$ cat config.mk
export PLATFORM = sky130hd
export DESIGN_NAME = button_debounce_long_press_repeat
export DESIGN_NICKNAME = d
export VERILOG_FILES = /design/src/design/bdlp_pkg.sv /design/src/design/button_debounce_long_press_repeat.sv /design/src/design/bdlp_cfg.sv /design/src/design/bdlp_core.sv /design/src/design/bdlp_out.sv
export VERILOG_INCLUDE_DIRS = /design/src /design/src/design
export SDC_FILE = /design/constraint.sdc
export NUM_CORES = 1
export LEC_CHECK = 0
export ABC_AREA = 1
export BUFFER_PORTS_ARGS = -buffer_cell sky130_fd_sc_hd__buf_2
export CAP_MARGIN = 25
export CORE_MARGIN = 2
export CORE_UTILIZATION = 47
export DETAILED_ROUTE_END_ITERATION = 8
export PLACE_DENSITY = 0.67
export RECOVER_POWER = 25
export SETUP_SLACK_MARGIN = 0.2
export SLEW_MARGIN = 25
export SYNTH_ARGS = -nofsm -noshare
export SYNTH_HDL_FRONTEND = slang
export SYNTH_SLANG_ARGS = --single-unit
$ cat constraint.sdc
create_clock -name clk_i -period 3.8 [get_ports clk_i]
set_input_delay 0.19 -clock clk_i [delete_from_list [all_inputs] [get_ports clk_i]]
set_output_delay 0.19 -clock clk_i [all_outputs]
set_load 0.02 [all_outputs]
$ cat src/design/button_debounce_long_press_repeat_defines.svh
// ----------------------------------------------------------------------------
// button debounce assertion macros
// shared concurrent assertion forms for the debouncer modules
// ----------------------------------------------------------------------------
`ifndef BUTTON_DEBOUNCE_LONG_PRESS_REPEAT_DEFINES_SVH
`define BUTTON_DEBOUNCE_LONG_PRESS_REPEAT_DEFINES_SVH

// clocked property, disabled while reset is asserted
`define BDLP_ASSERT(lbl, clk, rst_n, prop) \
  lbl: assert property (@(posedge clk) disable iff (!rst_n) prop) \
    else $error("bdlp assertion failed");

// same form with a caller supplied message
`define BDLP_ASSERT_MSG(lbl, clk, rst_n, prop, msg) \
  lbl: assert property (@(posedge clk) disable iff (!rst_n) prop) \
    else $error(msg);

`endif

$ cat src/design/bdlp_pkg.sv
// ----------------------------------------------------------------------------
// bdlp_pkg
// types and constants shared by the button debouncer modules
// ----------------------------------------------------------------------------
package bdlp_pkg;

  localparam int unsigned DebW  = 8;
  localparam int unsigned TickW = 16;
  localparam int unsigned IdxW  = 2;
  localparam int unsigned DataW = 16;

  // configuration register indexes
  localparam logic [IdxW-1:0] REG_DEBOUNCE = 2'd0;
  localparam logic [IdxW-1:0] REG_LONG     = 2'd1;
  localparam logic [IdxW-1:0] REG_REPEAT   = 2'd2;

  // reset values of the configuration registers
  localparam logic [DebW-1:0]  DEBOUNCE_RST = 8'd5;
  localparam logic [TickW-1:0] LONG_RST     = 16'd100;
  localparam logic [TickW-1:0] REPEAT_RST   = 16'd20;

  typedef enum logic [1:0] {
    EV_SHORT   = 2'd0,
    EV_LONG    = 2'd1,
    EV_RELEASE = 2'd2
  } event_e;

  typedef struct packed {
    logic [DebW-1:0]  debounce_ticks;
    logic [TickW-1:0] long_press_ticks;
    logic [TickW-1:0] repeat_ticks;
  } cfg_t;

  typedef struct packed {
    logic   vld;
    event_e code;
  } res_t;

endpackage

$ cat src/design/button_debounce_long_press_repeat.sv
// ----------------------------------------------------------------------------
// button_debounce_long_press_repeat
// one-button debouncer with short press, long press, auto repeat and release
//
//   channel  direction  handshake               payload
//   in       sink       in_valid_i/in_stall_o    raw_level_i (0 = pressed)
//   out      source     out_valid_o/out_stall_i  event_code_o
//   cfg      sink       cfg_we_i                 cfg_idx_i, cfg_data_i
//
// one sample per cycle sustained unless the output stalls; a sample is taken into
// the sample register at acceptance and its event passes on to the result register.
// reset puts the registers at debounce 5, long press 100, repeat 20, released.
// a stalled output holds its beat; the input stalls only when a sample waits
// behind a full result register that is itself stalled.
// ----------------------------------------------------------------------------
module button_debounce_long_press_repeat (
  input  logic                        clk_i,
  input  logic                        rst_ni,
  input  logic                        cfg_we_i,
  input  logic [bdlp_pkg::IdxW-1:0]   cfg_idx_i,
  input  logic [bdlp_pkg::DataW-1:0]  cfg_data_i,
  input  logic                        in_valid_i,
  output logic                        in_stall_o,
  input  logic                        raw_level_i,
  output logic                        out_valid_o,
  input  logic                        out_stall_i,
  output logic [1:0]                  event_code_o
);
  import bdlp_pkg::*;

  cfg_t cfg;
  res_t res;
  logic slot_free;

  // configuration registers
  bdlp_cfg u_cfg (
    .clk_i      (clk_i),
    .rst_ni     (rst_ni),
    .cfg_we_i   (cfg_we_i),
    .cfg_idx_i  (cfg_idx_i),
    .cfg_data_i (cfg_data_i),
    .cfg_o      (cfg)
  );

  // sample register and state update
  bdlp_core u_core (
    .clk_i       (clk_i),
    .rst_ni      (rst_ni),
    .cfg_i       (cfg),
    .in_valid_i  (in_valid_i),
    .in_stall_o  (in_stall_o),
    .raw_level_i (raw_level_i),
    .slot_free_i (slot_free),
    .res_o       (res)
  );

  // result register
  bdlp_out u_out (
    .clk_i        (clk_i),
    .rst_ni       (rst_ni),
    .res_i        (res),
    .slot_free_o  (slot_free),
    .out_valid_o  (out_valid_o),
    .out_stall_i  (out_stall_i),
    .event_code_o (event_code_o)
  );

endmodule

$ cat src/design/bdlp_cfg.sv
// ----------------------------------------------------------------------------
// bdlp_cfg
// configuration register file, write only
// ----------------------------------------------------------------------------
module bdlp_cfg (
  input  logic                        clk_i,
  input  logic                        rst_ni,
  input  logic                        cfg_we_i,
  input  logic [bdlp_pkg::IdxW-1:0]   cfg_idx_i,
  input  logic [bdlp_pkg::DataW-1:0]  cfg_data_i,
  output bdlp_pkg::cfg_t              cfg_o
);
  import bdlp_pkg::*;

  cfg_t cfg_q;

  // register writes, unknown indexes dropped
  always_ff @(posedge clk_i or negedge rst_ni) begin
    if (!rst_ni) begin
      cfg_q.debounce_ticks   <= DEBOUNCE_RST;
      cfg_q.long_press_ticks <= LONG_RST;
      cfg_q.repeat_ticks     <= REPEAT_RST;
    end else if (cfg_we_i) begin
      case (cfg_idx_i)
        REG_DEBOUNCE: cfg_q.debounce_ticks   <= cfg_data_i[DebW-1:0];
        REG_LONG:     cfg_q.long_press_ticks <= cfg_data_i[TickW-1:0];
        REG_REPEAT:   cfg_q.repeat_ticks     <= cfg_data_i[TickW-1:0];
        default: ;
      endcase
    end
  end

  assign cfg_o = cfg_q;

endmodule

$ cat src/design/bdlp_core.sv
// ----------------------------------------------------------------------------
// bdlp_core
// sample register and debounce / hold / repeat state update
// ----------------------------------------------------------------------------
`include "button_debounce_long_press_repeat_defines.svh"

module bdlp_core (
  input  logic            clk_i,
  input  logic            rst_ni,
  input  bdlp_pkg::cfg_t  cfg_i,
  input  logic            in_valid_i,
  output logic            in_stall_o,
  input  logic            raw_level_i,
  input  logic            slot_free_i,
  output bdlp_pkg::res_t  res_o
);
  import bdlp_pkg::*;

  logic             in_vld_q;
  logic             raw_q;
  logic             step;

  logic             pressed_q, pressed_d;
  logic [DebW-1:0]  pcnt_q, pcnt_d;
  logic [DebW-1:0]  rcnt_q, rcnt_d;
  logic [TickW-1:0] hold_q, hold_d;
  logic             lfired_q, lfired_d;
  logic [TickW-1:0] rep_q, rep_d;

  logic             down;
  logic [DebW-1:0]  pcnt_inc, rcnt_inc;
  logic [TickW-1:0] hold_inc, rep_inc;
  logic             ev_vld;
  event_e           ev_code;

  // sample register, held while the result slot is busy
  assign step       = in_vld_q & slot_free_i;
  assign in_stall_o = in_vld_q & ~slot_free_i;

  always_ff @(posedge clk_i or negedge rst_ni) begin
    if (!rst_ni) begin
      in_vld_q <= 1'b0;
    end else if (!in_stall_o) begin
      in_vld_q <= in_valid_i;
    end
  end

  always_ff @(posedge clk_i) begin
    if (in_valid_i && !in_stall_o) begin
      raw_q <= raw_level_i;
    end
  end

  // saturating increments
  assign down     = ~raw_q;
  assign pcnt_inc = (pcnt_q == '1) ? pcnt_q : pcnt_q + DebW'(1);
  assign rcnt_inc = (rcnt_q == '1) ? rcnt_q : rcnt_q + DebW'(1);
  assign hold_inc = (hold_q == '1) ? hold_q : hold_q + TickW'(1);
  assign rep_inc  = (rep_q == '1) ? rep_q : rep_q + TickW'(1);

  // next state and event for one sample
  always_comb begin
    pressed_d = pressed_q;
    pcnt_d    = pcnt_q;
    rcnt_d    = rcnt_q;
    hold_d    = hold_q;
    lfired_d  = lfired_q;
    rep_d     = rep_q;
    ev_vld    = 1'b0;
    ev_code   = EV_SHORT;
    case ({down, pressed_q})
      // press debounce
      2'b10: begin
        if (pcnt_inc >= cfg_i.debounce_ticks) begin
          pressed_d = 1'b1;
          hold_d    = '0;
          lfired_d  = 1'b0;
          rep_d     = '0;
          pcnt_d    = '0;
          rcnt_d    = '0;
          ev_vld    = 1'b1;
          ev_code   = EV_SHORT;
        end else begin
          pcnt_d = pcnt_inc;
        end
      end
      // held: long press, then auto repeat
      2'b11: begin
        hold_d = hold_inc;
        rep_d  = rep_inc;
        if (!lfired_q && hold_inc >= cfg_i.long_press_ticks) begin
          lfired_d = 1'b1;
          rep_d    = '0;
          ev_vld   = 1'b1;
          ev_code  = EV_LONG;
        end else if (lfired_q && rep_inc >= cfg_i.repeat_ticks) begin
          rep_d   = '0;
          ev_vld  = 1'b1;
          ev_code = EV_SHORT;
        end
      end
      // release debounce, counts across bounces
      2'b01: begin
        if (rcnt_inc >= cfg_i.debounce_ticks) begin
          pressed_d = 1'b0;
          pcnt_d    = '0;
          rcnt_d    = '0;
          rep_d     = '0;
          ev_vld    = 1'b1;
          ev_code   = EV_RELEASE;
        end else begin
          rcnt_d = rcnt_inc;
        end
      end
      // idle and unpressed
      default: begin
        pcnt_d = '0;
        rcnt_d = '0;
        rep_d  = '0;
      end
    endcase
  end

  // state registers
  always_ff @(posedge clk_i or negedge rst_ni) begin
    if (!rst_ni) begin
      pressed_q <= 1'b0;
      pcnt_q    <= '0;
      rcnt_q    <= '0;
      hold_q    <= '0;
      lfired_q  <= 1'b0;
      rep_q     <= '0;
    end else if (step) begin
      pressed_q <= pressed_d;
      pcnt_q    <= pcnt_d;
      rcnt_q    <= rcnt_d;
      hold_q    <= hold_d;
      lfired_q  <= lfired_d;
      rep_q     <= rep_d;
    end
  end

  assign res_o.vld  = step & ev_vld;
  assign res_o.code = ev_code;

  // checks
  `BDLP_ASSERT(a_press_cnt_idle, clk_i, rst_ni, (pcnt_q != '0) |-> !pressed_q)
  `BDLP_ASSERT(a_rel_cnt_held, clk_i, rst_ni, (rcnt_q != '0) |-> pressed_q)
  `BDLP_ASSERT_MSG(a_rel_event, clk_i, rst_ni, $fell(pressed_q) |-> ($past(res_o.vld) && ($past(res_o.code) == EV_RELEASE)), "press dropped without release event")
  `BDLP_ASSERT_MSG(a_long_once, clk_i, rst_ni, (res_o.vld && (res_o.code == EV_LONG)) |-> !lfired_q, "second long press event")

endmodule

$ cat src/design/bdlp_out.sv
// ----------------------------------------------------------------------------
// bdlp_out
// result register towards the output channel
// ----------------------------------------------------------------------------
module bdlp_out (
  input  logic            clk_i,
  input  logic            rst_ni,
  input  bdlp_pkg::res_t  res_i,
  output logic            slot_free_o,
  output logic            out_valid_o,
  input  logic            out_stall_i,
  output logic [1:0]      event_code_o
);
  import bdlp_pkg::*;

  logic   out_vld_q;
  event_e code_q;

  // slot frees when empty or when the held beat leaves
  assign slot_free_o = ~out_vld_q | ~out_stall_i;

  always_ff @(posedge clk_i or negedge rst_ni) begin
    if (!rst_ni) begin
      out_vld_q <= 1'b0;
    end else if (slot_free_o) begin
      out_vld_q <= res_i.vld;
    end
  end

  always_ff @(posedge clk_i) begin
    if (slot_free_o && res_i.vld) begin
      code_q <= res_i.code;
    end
  end

  assign out_valid_o  = out_vld_q;
  assign event_code_o = code_q;

endmodule
# After elaboration in Yosys (flattened, before gate mapping)
# Index checks and enable logic that the tools add are counted.
# op_classes
n_reduce_logical	18
mux	30
n_addsub	4
bitwise	9
eq_ne	12
order_cmp	4
# op_table
op	count
$mux W16	6
$mux W8	6
$pmux W16 S3	1
$pmux W8 S3	2
$add A16 B1 Y16 const B	2
$eq A16 B16 Y1 const B	2
$ge A16 B16 Y1	2
$pmux W16 S2	1
$add A8 B1 Y8 const B	2
$eq A8 B8 Y1 const B	2
$ge A8 B8 Y1	2
$reduce_and A3 Y1	4
$mux W1	9
$reduce_and A4 Y1	2
$eq A2 B2 Y1 const B	3
$ne A2 B1 Y1 const B	3
$reduce_and A2 Y1	3
$not A1 Y1	5
$eq A2 B1 Y1 const B	2
$logic_and A1 B1 Y1	4
$pmux W1 S2	2
$pmux W2 S2	1
$reduce_bool A2 Y1	2
$and A1 B1 Y1	3
other kinds (5)	6
# totals
out_inout_bits	4
reg_bits	95
word_cells	90
inputBits	24

# Depth between registers and ports, before layout
# Gate-level depths: netlist (run 1).
# depth
depth_word	9
mapped_depth	23
mapped_depth_nobuf	23

# Hierarchy
# From an unflattened synthesis (run 1), not the netlist that was laid out.
# hier_totals
hier_cells	874
area_unflattened_um2	6583.8
# modules_own_cells
mod	cells_per_inst	seq_area_each_um2	instances	area_per_inst_um2
bdlp_core	688	1306.3	1	4693.3
bdlp_cfg	179	1009.7	1	1789.2
bdlp_out	7	85.1	1	101.3

# Worst setup path after synthesis (run 1)
# Ideal clock, no wire load.
# synth_path
kind	reg2reg
from	register u_core.hold_q[0]
to	register u_out.code_q[0] (netlist: u_out.event_code_o[0]), enable pin
required_ns	3.506
n_path_buf	0
period_less_slack_ns	2.701
setup_time_ns	0.294
path_stages_with_launch	16
arrival_ns	2.407
slack_ns	1.099
cell_sequence	dfrtp_1 ha_1 nand3_2 nor2_8 nand3_1 o31ai_1 inv_1 ha_1 nand2_1 nor4_1 nand2_1 nand3_2 nand3_1 nand3_1 nand2_1 inv_1
# synth_via
elab_chain_cells	8
word_cells_on_any_way	9
cone_classes	add/sub: 1; order compare: 1; eq/ne: 1; mux: 3; bitwise: 1; reduce/logical: 2
# synth_lines
element	line	source
from (decl)	bdlp_core.sv:26	logic [TickW-1:0] hold_q, hold_d;
from (signal assigned)	bdlp_core.sv:137	hold_q <= hold_d;
$add A16 B1 Y16 or $eq A16 B16 Y1 (tied branches)	bdlp_core.sv:58	assign hold_inc = (hold_q == '1) ? hold_q : hold_q + TickW'(1);
$mux W16 *	bdlp_core.sv:58	
$ge A16 B16 Y1 *	bdlp_core.sv:91	if (!lfired_q && hold_inc >= cfg_i.long_press_ticks) begin
$logic_and A1 B1 Y1 *	bdlp_core.sv:91	
$mux W1 *	bdlp_core.sv:91	
$pmux W1 S3 *	bdlp_core.sv:71	case ({down, pressed_q})
$and A1 B1 Y1 *	bdlp_core.sv:143	assign res_o.vld = step & ev_vld;
$logic_and A1 B1 Y1 *	bdlp_out.sv:31	if (slot_free_o && res_i.vld) begin
to (signal assigned)	bdlp_out.sv:32	code_q <= res_i.code;
to (decl)	bdlp_out.sv:17	event_e code_q;
# Every way passes the cells marked *; elsewhere a longest branch is shown, timed or not.
# A chain may end at the register's enable or synchronous reset.

# Worst setup path in the final report (run 1)
# Same ends and word-level chain as after synthesis.

==> metrics.yaml, run 1 <==
period_share: 0.872
r2r_start: "u_core.hold_q[0]$_DFFE_PN0P_"
synth_top_cell_by_area: "dfrtp_1"
hold_violations: 0
critPathKind: "flop to flop"
die_w_um: 120
drt_iter0_drc: 288
grt_max_degree: 73
most-common-layout-cells: "217 x nand2_1, 135 x inv_1, 85 x dfrtp_1"
slew_violations: 73
routabilityCongestion: 0.827
wl_um: 13400
yosysWarnings: 0
dp_cells: 1002
start_kind: "flop"
drive_gt1_frac: 0.126
rows: 42
violations: "max-capacitance violations, max-slew violations"
rsz0062_at_grt: "no"
syn_to_final_growth_pct: 10.8
grt.overflow.total: 0
synth-main-ff-cell: "dfrtp_1"
drc: 0
worstPathRequired_ps: 3870
yosys.cell_types.count: 45
p_leak_nw: 3.70
synthTopCellsByArea: "dfrtp_1 34%, nand2_1 13%, ha_1 10%"
die_area_um2: 14300
initial_utilization: 0.478
track_usage: 0.202
path_buf_inv: 2
vias: 5040
h-tree-depth: 3
core_region_area_um2: 13100
tightest_slew_ps: 1870
cp-end-kind: "flop"
die_y_um: 120
cts_resized: 0
dp_slack_ps: 533
avgRoutedWirePerCell_um: 13.2
fin_total_pwr_mw: 3.65
syn-num-nets: 887
cap_violations: 1
timing.setup.tns_ps: 0
ys_seq_area_frac: 0.383
crit_family: "simple AND/OR/NAND/NOR gates"
antenna_found_initial: 1
final-setup-viol-count: 0
min_from: "raw_level_i"
timing.fmax_ghz: 0.302
worst_ir_drop_vdd_mv: 0.235
fin_area_um2: 6950
slew_headroom: -0.246
firstDrtPassIters: 6
routed_via_density: 4.94
cts_buffer_depth: 2
critPathMaxStageDelay_ps: 420
dp_hpwl_um: 9970
status: "finished with violations"
postRouteAntennaNets: 0
final.setup.worst_slack_ps: 488
crit_arrival_ps: 3380
synth_edf_count: 3
io_buffer_count: 27
final_cells: 1020
clock_sinks: 95
grt_pass1_vias: 4901
cts_buffers: 9
powerDensity_nw_per_um2: 525
clockRootBuffer: "clkbuf_16"
postPlaceCellArea_um2: 6560
hold_class: "input port to flop"
grt_pass1_wl_um: 23300
syn-cell-area_um2: 6270
yosys_register_bits: 95
finalCriticalPeriod_ps: 3310
crit_start: "u_core.hold_q[0]$_DFFE_PN0P_"
syn_inst: 811
clk_latency_ps: 350
skew_ps: 9.36
slowest_stage: "dfrtp_1"
tritoncts: "yes"
synth.top_cell.area_share: 0.339
boundaryPins: 28
avgSynthCellArea_um2: 7.74
synthArstFlopShare: 0.968
nets: 914
crit_path_max_fanout: 5
path_clk_slew_ps: 70
path_cells: "ha_1 -> nand3_2 -> nor2_8 -> nand3_1 -> o31ai_1 -> inv_1 -> ha_1 -> nand2_1 -> nor4_1 -> nand2_1 -> nand3_2 -> nand3_1 -> nand3_1 -> nand2_1 -> inv_1"
final_common_cell: "nand2_1"
==> where the power goes <==
group,internal (mW),switching [mW]
Combinational,0.399,0.757
Clock,0.727,0.418
Sequential,1.20,0.151
==> metal layers <==
metal / routed length (um) / vias to the layer above / GRT usage
li1: - / 2663 / -
met4: 279 / 0 / 0.0779
met5: 0 / - / 0
met1: 6860 / 2295 / 0.288
met3: 317 / 19 / 0.0252
met2: 5970 / 63 / 0.316
==> synth_stat cells (2+ instances only) <==
library cell and number:
a21oi_1 28, buf_4 2, buf_6 3, clkbuf_1 7, dfrtp_1 85, dfstp_2 7, edfxtp_1 3, ha_1 52
inv_1 135, inv_2 8, nand2_1 217, nand2_2 5, nand2_4 2, nand3_1 51, nand3_2 7, nand4_1 9
nand4_2 3, nor2_1 32, nor2_2 9, nor2_4 5, nor2_8 2, nor3_1 8, nor4_1 5, o21a_1 2
o21ai_0 64, o21ai_1 9, o21ai_2 4, o22ai_1 5, o31ai_1 6, or2_2 2, xnor2_1 6, xor2_1 14
xor2_2 2
==> through the flow <==
stage                     utilization  hold WS [ps]
after global routing            0.529          3.62
after detailed placement        0.499           370
final                           0.529          12.0
after floorplan                     -          -106
after CTS                       0.528          4.69
after global placement          0.499           373
==> cell type report <==
class	instances	area, um^2
multi-input combinational	560	3260
sequential	95	2400
clock inverter	5	108
inverter	143	537
antenna	1	2.50
timing repair buffer	29	151
fill	1266	6190
clock buffer	11	275
tap	176	220
==> repair_timing <==
item | in CTS | in global routing
hold buffers | 0 | 1
buffers inserted | 0 | 0
endpoints found under the hold margin | 0 | 64
==> path summary, 6_finish.rpt <==
path                                                   endpoint  slack [ps]  cells past startpoint
worst min register to register      u_cfg.cfg_o[11]$_DFFE_PN0P_         490                      2
max in group asynchronous           u_cfg.cfg_o[26]$_DFFE_PN0P_        1760                      3
min in group asynchronous          u_core.rep_q[15]$_DFFE_PN0P_         880                      2
worst max-delay path            u_out.event_code_o[0]$_DFFE_PP_         490                     15
worst min-delay path                     u_core.raw_q$_DFFE_PP_          10                      1
worst max register to register  u_out.event_code_o[0]$_DFFE_PP_         490                     15
==> cells by family (layout without fill, tap and decap cells) <==
| family | count (synthesis) | in the layout | share of synthesized area |
|---|---|---|---|
| AOI/OAI and AO/OA | 124 | 124 | 0.110 |
| xor gates and xnor gates | 22 | 22 | 0.0331 |
| adders and majority gates | 52 | 52 | 0.104 |
| buffers and inverters | 156 | 188 | 0.0983 |
| DFF | 95 | 95 | 0.383 |
| other | 0 | 1 | 0 |
| and+or+nand+nor | 362 | 362 | 0.272 |
==> flip-flops by register name, indices dropped and copies added, names as in the netlist, 2 cells and up <==
register,count
u_core.rep_q,16
u_core.hold_q,16
u_core.pcnt_q,8
u_cfg.cfg_o,40
u_out.event_code_o,2
u_core.rcnt_q,8
Power figures use the tool's default switching activity.
==> inputs of run 2 (changes only) <==
--- a/config.mk
+++ b/config.mk
@@ -6,7 +6,6 @@
 export SDC_FILE = /design/constraint.sdc
 export NUM_CORES = 1
 export LEC_CHECK = 0
-export ABC_AREA = 1
 export BUFFER_PORTS_ARGS = -buffer_cell sky130_fd_sc_hd__buf_2
 export CAP_MARGIN = 25
 export CORE_MARGIN = 2
==> run 2 against run 1 <==
Effect of this change:
- the flow still finishes with violations (max-capacitance violations, max-slew violations)
- largest power group unchanged
- count of clock-buffer cells in the layout grew 1
- routed wire length is 10% higher
- critical path depth decreased by 2
- final cell count decreased by 14%
- global-route usage increased by 1.4 points
==> metrics.yaml, run 2 <==
netlist_top_cells_count: "85 x dfrtp_1, 58 x nand2_1, 52 x ha_1"
drive_gt1_frac: 0.254  # +0.128
powerDensity_nw_per_um2: 445  # -15%
rr_worst_depth: 13  # -2
yosysWarnings: 0  # unchanged
swShare: 0.342  # -0.0209
yosys.cell_types.count: 64  # +42%
track_usage: 0.216  # +0.0138
postRouteAntennaNets: 0  # unchanged
final-setup-viol-count: 0  # unchanged
grt_max_degree: 71  # -2.7%
slew_violations: 71  # -2.7%
hold_class: "input port to flop"
wl_um: 14800  # +10%
firstDrtPassIters: 5  # -1
synth_top_cell_by_area: "dfrtp_1"
avgSynthCellArea_um2: 9.59  # +24%
routabilityCongestion: 0.931  # +12%
clockRootBuffer: "clkbuf_16"
path_cells: "nand4_1 -> or2_4 -> buf_4 -> nor4_2 -> a21oi_1 -> ha_1 -> nand4_1 -> or4_1 -> a31oi_1 -> or3b_4 -> a21o_4 -> nor2_4 -> a221o_1"
syn-cell-area_um2: 6120  # -2.5%
path_clk_slew_ps: 60  # about the same
start_kind: "flop"
worstPathRequired_ps: 4040  # +170 ps
critPathMaxStageDelay_ps: 520  # +100 ps
cts_buffers: 9  # unchanged
r2r_end: "u_core.rep_q[4]$_DFFE_PN0P_"
core_region_area_um2: 12700  # -3.6%
dp_hpwl_um: 10700  # +7.4%
most-common-layout-cells: "81 x dfrtp_1, 58 x nand2_1, 49 x ha_1"
tightest_slew_ps: 1790  # -82.2 ps
grt_pass1_vias: 4889  # -0.24%
critical_path.endpoint: "u_core.rep_q[4]$_DFFE_PN0P_"
path_common_cell: "nand4_1"
antenna_found_initial: 0  # -1
tritoncts: "yes"
die_area_um2: 14000  # -2.4%
synth-main-ff-cell: "dfrtp_1"
clk_latency_ps: 360  # about the same
crit_start: "u_core.hold_q[10]$_DFFE_PN0P_"
nets: 776  # -15%
period_share: 0.916  # +0.0445
io_buffer_count: 27  # unchanged
yosys_register_bits: 95  # unchanged
final_common_cell: "dfrtp_1"
hold_violations: 0  # unchanged
finalCriticalPeriod_ps: 3480  # +169 ps
initial_utilization: 0.483  # +0.00545
synthTopCellsByArea: "dfrtp_1 35%, ha_1 11%, mux2_2 8.6%"
clockPowerShare: 0.264  # -0.050
critPathKind: "flop to flop"
h-tree-depth: 3  # unchanged
drc: 0  # unchanged
cap_violations: 1  # unchanged
p_int_mw: 2.09  # -10%
crit_arrival_ps: 3720  # +340 ps
drt_iter0_drc: 295  # +2.4%
skew_ps: 8.94  # -0.419 ps
die_w_um: 118  # -1.2%
clock_sinks: 95  # unchanged
cts_buffer_depth: 2  # unchanged
slew_headroom: -0.191  # +0.0548
p_seq_frac: 0.414  # +0.045
synthArstFlopShare: 0.968  # unchanged
antenna_cells: 0  # -1
synth_edf_count: 3  # unchanged
rsz0062_at_grt: "yes"
boundaryPins: 28  # unchanged
power_switching_mw: 1.09  # -18%
timing.setup.tns_ps: 0  # unchanged
largest_register_ffs: 40  # unchanged
violations: "max-capacitance violations, max-slew violations"
rows: 41  # -2.4%
grt_pass1_wl_um: 24300  # +4.3%
worst_ir_drop_vdd_mv: 0.238  # +1.2%
slowest_stage: "or4_1"
routed_via_density: 5.68  # +15%
grt.overflow.total: 0  # unchanged
reg2reg_slack_ps: 320  # -170 ps
r2r_start: "u_core.hold_q[10]$_DFFE_PN0P_"
die_y_um: 118  # -1.2%
combPwrFrac: 0.322  # +0.005
cp-end-kind: "flop"
cts_hold_repair.buffers: 0  # unchanged
synth.top_cell.area_share: 0.348  # +0.00852
synth.most_common_cell: "dfrtp_1"
vias: 4985  # -1.1%
p_leak_nw: 3.36  # -9.2%
ys_seq_area_frac: 0.392  # +0.00962
crit_path_max_fanout: 8  # +3
timing.fmax_ghz: 0.287  # -4.9%
status: "finished with violations"
syn-num-nets: 714  # -20%
fin_hold_ws_ps: 9.29  # -2.72 ps
avgRoutedWirePerCell_um: 16.9  # +28%
nFillCells: 1108  # -12%
syn_to_final_growth_pct: 16.5
syn_inst: 638  # -21%
run 2: cell count changes in the layout (fill, tap and decap cells not counted), sizes merged, moves of 11 or more:
cell / previous run / this run
xnor2: 6 / 18
mux2: 0 / 47
a22o: 0 / 14
nand3: 58 / 27
o21ai: 77 / 36
inv: 144 / 47
and3: 0 / 11
nand2: 224 / 59
buf: 26 / 69
run 2: cells by family (layout without fill, tap and decap cells):
kind of cell / Yosys count / count (layout) / synth area share
buffers and inverters: 67 / 133 / 0.0470
xor gates and xnor gates: 24 / 24 / 0.0343
muxes: 50 / 50 / 0.0914
adders and majority gates: 52 / 52 / 0.106
DFF: 95 / 95 / 0.392
AOI/OAI and AO/OA: 130 / 131 / 0.146
and+or+nand+nor: 220 / 220 / 0.183
run 2: area by class of cell:
cell class | count | area, um^2 | share of cell area
clock buffer | 12 | 236 | 0.0332
clock inverter | 4 | 23.8 | 0.00334
inverter | 47 | 176 | 0.0247
multi-input combinational | 477 | 3600 | 0.506
sequential | 95 | 2410 | 0.338
tap | 172 | 215 | 0.0302
timing repair buffer | 70 | 465 | 0.0653
run 2: worst max-delay path: cells and delay by family (launching register included):
kind / cells / cell delay, ps
AOI/OAI and AO/OA: 4 / 820
adders and majority gates: 1 / 350
buffers and inverters: 1 / 140
DFF: 1 / 390
and+or+nand+nor: 7 / 1640
run 2: power groups by stage:
stage               clock network [mW]  registers, mW  logic [mW]
floorplan                            0           1.29       0.695
global placement                     0           1.31       0.870
finish                           0.837           1.31        1.02
detailed placement                   0           1.32       0.914
CTS                              0.855           1.30       0.948
global route                     0.896           1.33        1.15
run 2: routing by layer:
layer  up-vias  global-route usage  routed length, um
met5         -                   0                  0
met4         0              0.0919                310
met3        25              0.0329                375
met2        94               0.358               7370
met1      2464               0.281               6730
li1       2402                   -                  -
run 2: worst min path at each step:
stage	start	end	slack, ps	depth (start not counted)
after floorplan	rst_ni	u_cfg.cfg_o[0]$_DFFE_PN0P_	-110	0
after global placement	raw_level_i	u_core.raw_q$_DFFE_PP_	370	1
after detailed placement	raw_level_i	u_core.raw_q$_DFFE_PP_	370	1
after CTS	raw_level_i	u_core.raw_q$_DFFE_PP_	2	1
after global routing	raw_level_i	u_core.raw_q$_DFFE_PP_	6	1
final	raw_level_i	u_core.raw_q$_DFFE_PP_	9	1
run 2: timing repair:
item	in CTS	in global routing
gates cloned	1	0
gates resized for setup	7	38
endpoints found under the setup margin	16	35
pin swaps	4	32
setup buffers	7	23
run 2: stage by stage:
step           std cells  worst slack, ps  area [um^2]  utilization  power (mW)
3_5_place_dp         830             38.3         6460        0.510        2.24
5_1_grt              877              146         7130        0.563        3.38
2_1_floorplan        638              280         6120            -        1.98
4_1_cts              854              203         6810        0.537        3.11
6_report             877              319         7130        0.563        3.17
3_3_place_gp         830              157         6460        0.510        2.18
